$ cat src/sv/gcrs_pkg.sv
// Package for the garbage-collector root stack: command and status codes, field widths, states.
`default_nettype none
package gcrs_pkg;

  localparam int CMD_W    = 4;
  localparam int HANDLE_W = 32;
  localparam int CNT_W    = 6;
  localparam int STATUS_W = 3;

  localparam logic [CMD_W-1:0] CMD_PUSH          = 4'd0;
  localparam logic [CMD_W-1:0] CMD_PUSH_IN_FRAME = 4'd1;
  localparam logic [CMD_W-1:0] CMD_POP           = 4'd2;
  localparam logic [CMD_W-1:0] CMD_POP_N         = 4'd3;
  localparam logic [CMD_W-1:0] CMD_OPEN_FRAME    = 4'd4;
  localparam logic [CMD_W-1:0] CMD_CLOSE_FRAME   = 4'd5;
  localparam logic [CMD_W-1:0] CMD_ADD_GLOBAL    = 4'd6;
  localparam logic [CMD_W-1:0] CMD_REMOVE_GLOBAL = 4'd7;
  localparam logic [CMD_W-1:0] CMD_QUERY         = 4'd8;
  localparam logic [CMD_W-1:0] CMD_ENUMERATE     = 4'd9;

  localparam logic [STATUS_W-1:0] ST_OK          = 3'd0;
  localparam logic [STATUS_W-1:0] ST_STACK_FULL  = 3'd1;
  localparam logic [STATUS_W-1:0] ST_FRAME_FULL  = 3'd2;
  localparam logic [STATUS_W-1:0] ST_NO_FRAME    = 3'd3;
  localparam logic [STATUS_W-1:0] ST_GLOBAL_FULL = 3'd4;

  typedef enum logic [4:0] {
    S_IDLE     = 5'b00001,
    S_SEARCH   = 5'b00010,
    S_SHIFT    = 5'b00100,
    S_ENUM     = 5'b01000,
    S_FRAME_LD = 5'b10000
  } state_t;

endpackage
`default_nettype wire

$ cat src/sv/gc_root_stack_with_frames.sv
// Top level of the garbage-collector root stack with frames and a global root set.
// Push, push in frame, pop, pop_n, open frame, add of handle 0, unused codes and an empty
//   enumerate answer from the idle state; close frame also reloads the count when a frame stays open.
// Add, remove and query scan the global RAM from position 0 up to a hit or the end of the set;
//   remove then moves each later entry down one place.
// Enumerate streams its results one per cycle once the first RAM read returns.
// Reset (synchronous, rst_n low) empties all three stores; the receiver cannot stall.
`default_nettype none
module gc_root_stack_with_frames #(
  parameter int STACK_DEPTH  = 32,
  parameter int FRAME_DEPTH  = 16,
  parameter int GLOBAL_SLOTS = 16
) (
  input  wire logic                          clk,
  input  wire logic                          rst_n,
  input  wire logic                          start,
  output logic                               busy,
  input  wire logic [gcrs_pkg::CMD_W-1:0]    in_command,
  input  wire logic [gcrs_pkg::HANDLE_W-1:0] in_handle,
  input  wire logic [gcrs_pkg::CNT_W-1:0]    in_pop_count,
  output logic                               out_valid,
  output logic [gcrs_pkg::HANDLE_W-1:0]      out_handle_out,
  output logic                               out_entry_valid,
  output logic                               out_found,
  output logic [gcrs_pkg::STATUS_W-1:0]      out_status,
  output logic                               out_last
);

  // Level widths hold the depth itself; address widths index the RAMs.
  localparam int RW  = $clog2(STACK_DEPTH + 1);
  localparam int RAW = $clog2(STACK_DEPTH);
  localparam int FW  = $clog2(FRAME_DEPTH + 1);
  localparam int FAW = (FRAME_DEPTH > 1) ? $clog2(FRAME_DEPTH) : 1;
  localparam int GW  = $clog2(GLOBAL_SLOTS + 1);
  localparam int GAW = (GLOBAL_SLOTS > 1) ? $clog2(GLOBAL_SLOTS) : 1;
  localparam int DW  = (RW > gcrs_pkg::CNT_W) ? RW : gcrs_pkg::CNT_W;
  localparam int HW  = gcrs_pkg::HANDLE_W;

  gcrs_pkg::state_t state_r, state_nxt;

  logic [RW-1:0] root_level_r, root_level_nxt;
  logic [FW-1:0] frame_level_r, frame_level_nxt;
  logic [GW-1:0] global_level_r, global_level_nxt;

  // Count of the open frame lives in a register; frames below it sit in the frame RAM.
  // It saturates at STACK_DEPTH, which drops the same roots as any larger count.
  logic [RW-1:0] top_size_r, top_size_nxt;

  logic [gcrs_pkg::CMD_W-1:0] cmd_r, cmd_nxt;
  logic [HW-1:0]              h_r, h_nxt;

  // Shared walk pointer: search read pointer, shift read pointer, enumerate countdown.
  logic [GW-1:0] ptr_r, ptr_nxt;
  logic          pv_r, pv_nxt;      // a RAM read is in flight
  logic          psrc_r, psrc_nxt;  // in-flight enumerate read is from the global RAM
  logic          plast_r, plast_nxt;
  logic [RW-1:0] eidx_r, eidx_nxt;

  logic                          ov_r, ov_nxt;
  logic [HW-1:0]                 oh_r, oh_nxt;
  logic                          oev_r, oev_nxt;
  logic                          ofd_r, ofd_nxt;
  logic [gcrs_pkg::STATUS_W-1:0] ost_r, ost_nxt;
  logic                          olast_r, olast_nxt;

  logic           r_we;
  logic [RAW-1:0] r_waddr, r_raddr;
  logic [HW-1:0]  r_rdata;

  logic           f_we;
  logic [FAW-1:0] f_waddr, f_raddr;
  logic [RW-1:0]  f_rdata;

  logic           g_we;
  logic [GAW-1:0] g_waddr, g_raddr;
  logic [HW-1:0]  g_wdata, g_rdata;

  logic [GW-1:0] ptr_m1, ptr_m2;
  logic [FW-1:0] fl_m1, fl_m2;
  logic [DW-1:0] lvl_ext, cnt_ext, top_ext;
  logic          accept, match;

  gcrs_ram #(.WIDTH(HW), .DEPTH(STACK_DEPTH)) u_root_ram (
    .clk   (clk),
    .we    (r_we),
    .waddr (r_waddr),
    .wdata (in_handle),
    .raddr (r_raddr),
    .rdata (r_rdata)
  );

  gcrs_ram #(.WIDTH(RW), .DEPTH(FRAME_DEPTH)) u_frame_ram (
    .clk   (clk),
    .we    (f_we),
    .waddr (f_waddr),
    .wdata (top_size_r),
    .raddr (f_raddr),
    .rdata (f_rdata)
  );

  gcrs_ram #(.WIDTH(HW), .DEPTH(GLOBAL_SLOTS)) u_global_ram (
    .clk   (clk),
    .we    (g_we),
    .waddr (g_waddr),
    .wdata (g_wdata),
    .raddr (g_raddr),
    .rdata (g_rdata)
  );

  assign busy   = (state_r != gcrs_pkg::S_IDLE);
  assign accept = start && !busy;

  assign ptr_m1  = ptr_r - GW'(1);
  assign ptr_m2  = ptr_r - GW'(2);
  assign fl_m1   = frame_level_r - FW'(1);
  assign fl_m2   = frame_level_r - FW'(2);
  assign lvl_ext = DW'(root_level_r);
  assign cnt_ext = DW'(in_pop_count);
  assign top_ext = DW'(top_size_r);

  // The single comparator of the global scan.
  assign match = pv_r && (g_rdata == h_r);

  assign r_waddr = root_level_r[RAW-1:0];
  assign r_raddr = eidx_r[RAW-1:0];
  assign f_waddr = fl_m1[FAW-1:0];
  assign f_raddr = fl_m2[FAW-1:0];

  always_comb begin
    state_nxt        = state_r;
    root_level_nxt   = root_level_r;
    frame_level_nxt  = frame_level_r;
    global_level_nxt = global_level_r;
    top_size_nxt     = top_size_r;
    cmd_nxt          = cmd_r;
    h_nxt            = h_r;
    ptr_nxt          = ptr_r;
    pv_nxt           = pv_r;
    psrc_nxt         = psrc_r;
    plast_nxt        = plast_r;
    eidx_nxt         = eidx_r;

    ov_nxt    = 1'b0;
    oh_nxt    = oh_r;
    oev_nxt   = oev_r;
    ofd_nxt   = ofd_r;
    ost_nxt   = ost_r;
    olast_nxt = olast_r;

    r_we    = 1'b0;
    f_we    = 1'b0;
    g_we    = 1'b0;
    g_waddr = global_level_r[GAW-1:0];
    g_wdata = h_r;
    g_raddr = ptr_r[GAW-1:0];

    case (state_r)
      gcrs_pkg::S_IDLE: begin
        if (accept) begin
          cmd_nxt   = in_command;
          h_nxt     = in_handle;
          ov_nxt    = 1'b1;
          oh_nxt    = '0;
          oev_nxt   = 1'b0;
          ofd_nxt   = 1'b0;
          ost_nxt   = gcrs_pkg::ST_OK;
          olast_nxt = 1'b1;
          case (in_command)
            gcrs_pkg::CMD_PUSH, gcrs_pkg::CMD_PUSH_IN_FRAME: begin
              oh_nxt = in_handle;
              if ((in_command == gcrs_pkg::CMD_PUSH_IN_FRAME) && (frame_level_r == '0)) begin
                ost_nxt = gcrs_pkg::ST_NO_FRAME;
              end else if (root_level_r >= RW'(STACK_DEPTH)) begin
                ost_nxt = gcrs_pkg::ST_STACK_FULL;
              end else begin
                r_we           = 1'b1;
                root_level_nxt = root_level_r + RW'(1);
                oev_nxt        = 1'b1;
                if ((in_command == gcrs_pkg::CMD_PUSH_IN_FRAME) &&
                    (top_size_r != RW'(STACK_DEPTH))) begin
                  top_size_nxt = top_size_r + RW'(1);
                end
              end
            end
            gcrs_pkg::CMD_POP: begin
              if (root_level_r != '0) begin
                root_level_nxt = root_level_r - RW'(1);
              end
            end
            gcrs_pkg::CMD_POP_N: begin
              // Clamp at zero.
              root_level_nxt = (cnt_ext >= lvl_ext) ? '0 : RW'(lvl_ext - cnt_ext);
            end
            gcrs_pkg::CMD_OPEN_FRAME: begin
              if (frame_level_r >= FW'(FRAME_DEPTH)) begin
                ost_nxt = gcrs_pkg::ST_FRAME_FULL;
              end else begin
                // Spill the open frame's count below the new one.
                f_we            = (frame_level_r != '0);
                top_size_nxt    = '0;
                frame_level_nxt = frame_level_r + FW'(1);
              end
            end
            gcrs_pkg::CMD_CLOSE_FRAME: begin
              if (frame_level_r == '0) begin
                ost_nxt = gcrs_pkg::ST_NO_FRAME;
              end else begin
                root_level_nxt  = (top_ext >= lvl_ext) ? '0 : RW'(lvl_ext - top_ext);
                frame_level_nxt = fl_m1;
                // Reload the count of the frame that becomes open.
                if (fl_m1 != '0) begin
                  state_nxt = gcrs_pkg::S_FRAME_LD;
                end
              end
            end
            gcrs_pkg::CMD_ADD_GLOBAL, gcrs_pkg::CMD_REMOVE_GLOBAL, gcrs_pkg::CMD_QUERY: begin
              if ((in_command == gcrs_pkg::CMD_ADD_GLOBAL) && (in_handle == '0)) begin
                // Handle zero is never made global: answer at once.
                oh_nxt = '0;
              end else begin
                ov_nxt    = 1'b0;
                ptr_nxt   = '0;
                pv_nxt    = 1'b0;
                state_nxt = gcrs_pkg::S_SEARCH;
              end
            end
            gcrs_pkg::CMD_ENUMERATE: begin
              if ((global_level_r != '0) || (root_level_r != '0)) begin
                ov_nxt    = 1'b0;
                ptr_nxt   = global_level_r;
                eidx_nxt  = '0;
                pv_nxt    = 1'b0;
                state_nxt = gcrs_pkg::S_ENUM;
              end
            end
            default: begin
            end
          endcase
        end
      end

      gcrs_pkg::S_SEARCH: begin
        oh_nxt    = h_r;
        ofd_nxt   = 1'b0;
        ost_nxt   = gcrs_pkg::ST_OK;
        olast_nxt = 1'b1;
        if (match) begin
          // Hit at ptr_r - 1.
          case (cmd_r)
            gcrs_pkg::CMD_REMOVE_GLOBAL: begin
              // Shift starts reading at position + 1, which is ptr_r.
              pv_nxt    = 1'b0;
              state_nxt = gcrs_pkg::S_SHIFT;
            end
            gcrs_pkg::CMD_QUERY: begin
              ov_nxt    = 1'b1;
              oev_nxt   = 1'b1;
              ofd_nxt   = 1'b1;
              state_nxt = gcrs_pkg::S_IDLE;
            end
            default: begin
              ov_nxt    = 1'b1;
              oev_nxt   = 1'b1;
              state_nxt = gcrs_pkg::S_IDLE;
            end
          endcase
        end else if (ptr_r < global_level_r) begin
          ptr_nxt = ptr_r + GW'(1);
          pv_nxt  = 1'b1;
        end else if (pv_r) begin
          pv_nxt = 1'b0;
        end else begin
          // Scan exhausted: handle is absent.
          ov_nxt    = 1'b1;
          oev_nxt   = 1'b0;
          state_nxt = gcrs_pkg::S_IDLE;
          if (cmd_r == gcrs_pkg::CMD_ADD_GLOBAL) begin
            if (global_level_r >= GW'(GLOBAL_SLOTS)) begin
              ost_nxt = gcrs_pkg::ST_GLOBAL_FULL;
            end else begin
              g_we             = 1'b1;
              global_level_nxt = global_level_r + GW'(1);
              oev_nxt          = 1'b1;
            end
          end
        end
      end

      gcrs_pkg::S_SHIFT: begin
        // Move each later entry down one place, one per cycle.
        g_waddr = ptr_m2[GAW-1:0];
        g_wdata = g_rdata;
        g_we    = pv_r;
        if (ptr_r < global_level_r) begin
          ptr_nxt = ptr_r + GW'(1);
          pv_nxt  = 1'b1;
        end else begin
          pv_nxt = 1'b0;
          if (!pv_r) begin
            global_level_nxt = global_level_r - GW'(1);
            ov_nxt           = 1'b1;
            oh_nxt           = h_r;
            oev_nxt          = 1'b1;
            ofd_nxt          = 1'b0;
            ost_nxt          = gcrs_pkg::ST_OK;
            olast_nxt        = 1'b1;
            state_nxt        = gcrs_pkg::S_IDLE;
          end
        end
      end

      gcrs_pkg::S_ENUM: begin
        // Emit the entry read last cycle, issue the next read.
        g_raddr = ptr_m1[GAW-1:0];
        if (pv_r) begin
          ov_nxt    = 1'b1;
          oh_nxt    = psrc_r ? g_rdata : r_rdata;
          oev_nxt   = 1'b1;
          ofd_nxt   = 1'b0;
          ost_nxt   = gcrs_pkg::ST_OK;
          olast_nxt = plast_r;
        end
        if (ptr_r != '0) begin
          ptr_nxt   = ptr_m1;
          pv_nxt    = 1'b1;
          psrc_nxt  = 1'b1;
          plast_nxt = (ptr_r == GW'(1)) && (root_level_r == '0);
        end else if (eidx_r < root_level_r) begin
          eidx_nxt  = eidx_r + RW'(1);
          pv_nxt    = 1'b1;
          psrc_nxt  = 1'b0;
          plast_nxt = ((eidx_r + RW'(1)) == root_level_r);
        end else begin
          pv_nxt    = 1'b0;
          state_nxt = gcrs_pkg::S_IDLE;
        end
      end

      gcrs_pkg::S_FRAME_LD: begin
        top_size_nxt = f_rdata;
        state_nxt    = gcrs_pkg::S_IDLE;
      end

      default: begin
        state_nxt = gcrs_pkg::S_IDLE;
      end
    endcase
  end

  // Control state.
  always_ff @(posedge clk) begin
    if (!rst_n) begin
      state_r        <= gcrs_pkg::S_IDLE;
      root_level_r   <= '0;
      frame_level_r  <= '0;
      global_level_r <= '0;
      ov_r           <= 1'b0;
      pv_r           <= 1'b0;
    end else begin
      state_r        <= state_nxt;
      root_level_r   <= root_level_nxt;
      frame_level_r  <= frame_level_nxt;
      global_level_r <= global_level_nxt;
      ov_r           <= ov_nxt;
      pv_r           <= pv_nxt;
    end
  end

  // Payload and walk registers.
  always_ff @(posedge clk) begin
    top_size_r <= top_size_nxt;
    cmd_r      <= cmd_nxt;
    h_r        <= h_nxt;
    ptr_r      <= ptr_nxt;
    psrc_r     <= psrc_nxt;
    plast_r    <= plast_nxt;
    eidx_r     <= eidx_nxt;
    oh_r       <= oh_nxt;
    oev_r      <= oev_nxt;
    ofd_r      <= ofd_nxt;
    ost_r      <= ost_nxt;
    olast_r    <= olast_nxt;
  end

  assign out_valid       = ov_r;
  assign out_handle_out  = oh_r;
  assign out_entry_valid = oev_r;
  assign out_found       = ofd_r;
  assign out_status      = ost_r;
  assign out_last        = olast_r;

endmodule
`default_nettype wire

$ cat src/sv/gcrs_ram.sv
// Generic single-write, single-read RAM with registered read data.
`default_nettype none
module gcrs_ram #(
  parameter int WIDTH = 32,
  parameter int DEPTH = 32
) (
  input  wire logic                                     clk,
  input  wire logic                                     we,
  input  wire logic [((DEPTH > 1) ? $clog2(DEPTH) : 1)-1:0] waddr,
  input  wire logic [WIDTH-1:0]                         wdata,
  input  wire logic [((DEPTH > 1) ? $clog2(DEPTH) : 1)-1:0] raddr,
  output logic      [WIDTH-1:0]                         rdata
);

  logic [WIDTH-1:0] mem [DEPTH];

  always_ff @(posedge clk) begin
    if (we) begin
      mem[waddr] <= wdata;
    end
    rdata <= mem[raddr];
  end

endmodule
`default_nettype wire
$ cat config.mk
export PLATFORM = sky130hd
export DESIGN_NAME = gc_root_stack_with_frames
export DESIGN_NICKNAME = d
export VERILOG_FILES = /design/src/sv/gcrs_pkg.sv /design/src/sv/gc_root_stack_with_frames.sv /design/src/sv/gcrs_ram.sv
export SDC_FILE = /design/constraint.sdc
export NUM_CORES = 2
export LEC_CHECK = 0
export BUFFER_PORTS_ARGS = -buffer_cell sky130_fd_sc_hd__buf_2
export CORE_MARGIN = 2
export CORE_UTILIZATION = 45
export DETAILED_ROUTE_END_ITERATION = 12
export GPL_ROUTABILITY_DRIVEN = 0
export MAX_ROUTING_LAYER = met4
export PLACE_DENSITY = 0.59
export SETUP_SLACK_MARGIN = 0.05
export SKIP_LAST_GASP = 1
export SYNTH_ARGS = -nofsm -noshare
export SYNTH_HDL_FRONTEND = slang
export SYNTH_SLANG_ARGS = --single-unit
$ cat constraint.sdc
create_clock -name clk -period 5.5 [get_ports clk]
set_input_delay 1.375 -clock clk [delete_from_list [all_inputs] [get_ports clk]]
set_output_delay 1.375 -clock clk [all_outputs]
set_load 0.01 [all_outputs]
==> reports/results.ini <==
[final_layout]
final_net_count = 3708
post-route-util_pct = 51.7
layout-area-overhead-vs-synth_pct = 13.9
share_of_layout_cells_above_drive_strength_1_pct = 27.8

[floorplanning]
floorplan.core_area_um2 = 156000
floorplan.die.width_um = 401
starting_density_of_the_core_pct = 45.4
placementRows = 145
die_height_um = 401
pin_count = 85
floorplan.die_area_um2 = 161000

[cts]
h-tree-depth = 4
cts_setup_buffers = 0
cts.hold.buffers_added = 0
clock_tree.root_cell = sky130_fd_sc_hd__clkbuf_16
tritoncts.num_buffers = 185
clk_pin_slew_ns = 0.06
post_cts.resized_instances = 0
tritoncts_num_sinks = 1818
cts_tree = done
clk-insertion-delay-late_ns = 0.80
max-clock-path-buffers = 3

[worst_setup_path]
worstSetupEndpointType = flip-flop
crit-reg2reg-capture = u_root_ram.mem[28][10]
worst-path-max-fanout = 32
reg2reg_from = frame_level_r[1]
timing_worst_setup_path_type = flip-flop to flip-flop
critical_path_launch_point_type = flip-flop
crit_arrival_ns = 4.28
reg2reg_depth = 11
worstPathRequired_ns = 5.92
reg2reg_slack_ns = 1.64

[timing]
timing.clock.skew_ns = 0.0219
final_hold_viol_count = 0
max_transition_viols_final = 0
layout_worst_path_cycle_share_pct = 70.2
timing.final.setup_violations = 0
worst_slew_pin_slew_ns = 1.16
finalSetupTns_ns = 0
finalWorstPathRequiredPeriod_ns = 3.86
relSlewSlack_pct = 21.7
clock.fmax_mhz = 259
setup_repair_after_global_routing_missed_its_margin = false

[hold_path]
worst_hold_path.num_cells = 2
worstHoldPathType = flip-flop to flip-flop
worstHoldEndpoint = top_ext[5]
holdCritStartpoint = u_frame_ram.rdata[5]

[routing]
total_wire_length_um = 170000
route.antenna.remaining_nets = 0
remaining_drc_errors = 0
detailroute.via_count = 34400
dr.pass1.iters = 5
detail_route.iter0.violations = 3654
via_per_inst = 5.90
drt-wirelength-per-cell_um = 29.2

[yosys]
post_synth_net_total = 3477
syn_area_um2 = 71000
synth-main-ff-cell = sky130_fd_sc_hd__edfxtp_1
yosysWarnings = 0
synth.ff_latch_count = 1818
yosysSeqAreaShare_pct = 75.6
yosys.cell_types.count = 64
avgSynthCellArea_um2 = 21.0
async_reset_ff_share_pct = 0
post_syn_instances = 3381
post_synth_edffs = 1725

[grt]
grt.overflow.total = 0
grt_util_all_layers_pct = 21.8
grt_start_max_net_pins = 149
grt_first_pass_wirelength_um = 248000
antenna_found_initial = 12
vias_in_the_first_global_route = 34300

[status]
outcome = complete, no violations

[power]
power_leakage_uw = 0.0257
vdd_drop_max_mv = 0.298
cellPowerDensity_nw_per_um2 = 360

[placed_design]
dp_hpwl_um = 104000
port_buffers = 84

[run]
max_cap_violations = 0

## cell usage in the layout, fill, tap and decap left out, types with 29 or more instances in the layout
master                         n
sky130_fd_sc_hd__xor2_1       42
sky130_fd_sc_hd__clkbuf_1     52
sky130_fd_sc_hd__a221o_1      36
sky130_fd_sc_hd__inv_1        48
sky130_fd_sc_hd__clkbuf_16   186
sky130_fd_sc_hd__buf_2        84
sky130_fd_sc_hd__buf_4       105
sky130_fd_sc_hd__edfxtp_1   1725
sky130_fd_sc_hd__a22oi_1      67
sky130_fd_sc_hd__a21oi_1      31
sky130_fd_sc_hd__mux4_2      478
sky130_fd_sc_hd__nor2_4       48
sky130_fd_sc_hd__nand2_1     184
sky130_fd_sc_hd__dfxtp_1      92
sky130_fd_sc_hd__xnor2_1      32
sky130_fd_sc_hd__clkinv_1     34
sky130_fd_sc_hd__clkinv_2     29
sky130_fd_sc_hd__nor2_1       89
sky130_fd_sc_hd__ha_1         46
sky130_fd_sc_hd__mux2i_1      34
sky130_fd_sc_hd__mux2_2       32
## sequential cells by signal, indices dropped and copies added (netlist names), 6 cells and up
| name | flops |
|---|---|
| u_frame_ram.mem | 96 |
| u_root_ram.rdata | 32 |
| u_frame_ram.rdata | 6 |
| out_handle_out | 32 |
| u_global_ram.mem | 512 |
| u_global_ram.rdata | 32 |
| lvl_ext | 6 |
| u_root_ram.mem | 1024 |
| top_ext | 6 |
| eidx_r | 6 |
| h_r | 32 |
## area by class of cell
type                            instances  area [um2]
Sequential cell                      1818       53700
Clock buffer                          248        4990
Tap cell                             2058        2570
Fill cell                           12300       75500
Inverter                               50         188
Antenna cell                            2        5.00
Multi-Input combinational cell       1349       16900
Timing Repair Buffer                  208        1590
Clock inverter                         96         977
## worst max-delay path, cell delays in order (launching register included)
cell	delay, ns
sky130_fd_sc_hd__dfxtp_1	0.30
sky130_fd_sc_hd__buf_4	0.36
sky130_fd_sc_hd__inv_1	0.20
sky130_fd_sc_hd__ha_1	0.35
sky130_fd_sc_hd__nor4b_1	0.19
sky130_fd_sc_hd__nand2_1	0.15
sky130_fd_sc_hd__nand3_1	0.21
sky130_fd_sc_hd__nor3_1	0.47
sky130_fd_sc_hd__buf_4	0.24
sky130_fd_sc_hd__nand3_1	0.31
sky130_fd_sc_hd__nor2_4	0.18
sky130_fd_sc_hd__buf_4	0.48
## synth_stat cells (all sizes together), types with 21 or more instances
master,number,area (um2)
edfxtp,1725,51800
mux4,478,10800
nand2,186,698
nor2,137,514
clkbuf,105,394
dfxtp,93,1860
a22oi,67,503
buf,59,294
inv,50,188
ha,47,588
xor2,42,368
a221o,36,360
mux2i,34,340
mux2,32,360
xnor2,32,280
a21oi,31,155
nor4,31,206
o21ai,24,120
nand3,23,115
nor3,21,105
## where the power goes
part           switching, uW  total [uW]  internal, uW
Sequential               181       15600         15400
Combinational            844        1230           384
Clock                   5190       12300          7130
## cell families after synthesis
| family | count (synthesis) | share of synthesized area [%] |
|---|---|---|
| buf+inv | 214 | 1.23 |
| simple gates | 458 | 2.88 |
| xor+xnor | 74 | 0.913 |
| fa+ha+maj | 51 | 0.941 |
| compound gates | 222 | 2.31 |
| flops | 1818 | 75.6 |
| mux | 544 | 16.1 |
## routing by layer
metal  routed length, um  vias to the layer above  share of wire (%)  GRT usage, %
met5                   0                        -                  0             -
met4                3150                        0                1.9          5.06
met3               11100                      197                6.5          3.10
met2               80500                     1237                 47          32.8
met1               75300                    18400                 44          32.0
li1                    -                    14500                  -             -
## stage by stage
step / power, uW / hold slack (ns) / setup WS, ns / cells / instance area (um2)
floorplan: 16400 / 0.477 / 0.396 / 3381 / 71000
global route: 30000 / 0.566 / 1.39 / 5828 / 80900
CTS: 29400 / 0.535 / 1.65 / 5827 / 80900
detailed placement: 17100 / 0.510 / 1.10 / 5483 / 74900
global placement: 17100 / 0.510 / 1.14 / 5483 / 74900
finish: 29200 / 0.536 / 1.64 / 5829 / 80900
## worst max path at each step
stage	cells past startpoint	start	end	slack, ns
final	11	frame_level_r[1]	u_root_ram.mem[28][10]	1.64
after global routing	11	frame_level_r[1]	u_root_ram.mem[30][11]	1.39
after CTS	11	frame_level_r[1]	u_root_ram.mem[16][21]	1.65
after detailed placement	8	in_handle[9]	state_r[0]	1.10
after global placement	8	in_handle[20]	state_r[0]	1.14
after floorplan	8	global_level_r[2]	u_global_ram.mem[1][0]	0.40
(Power assumes the default switching activity.)
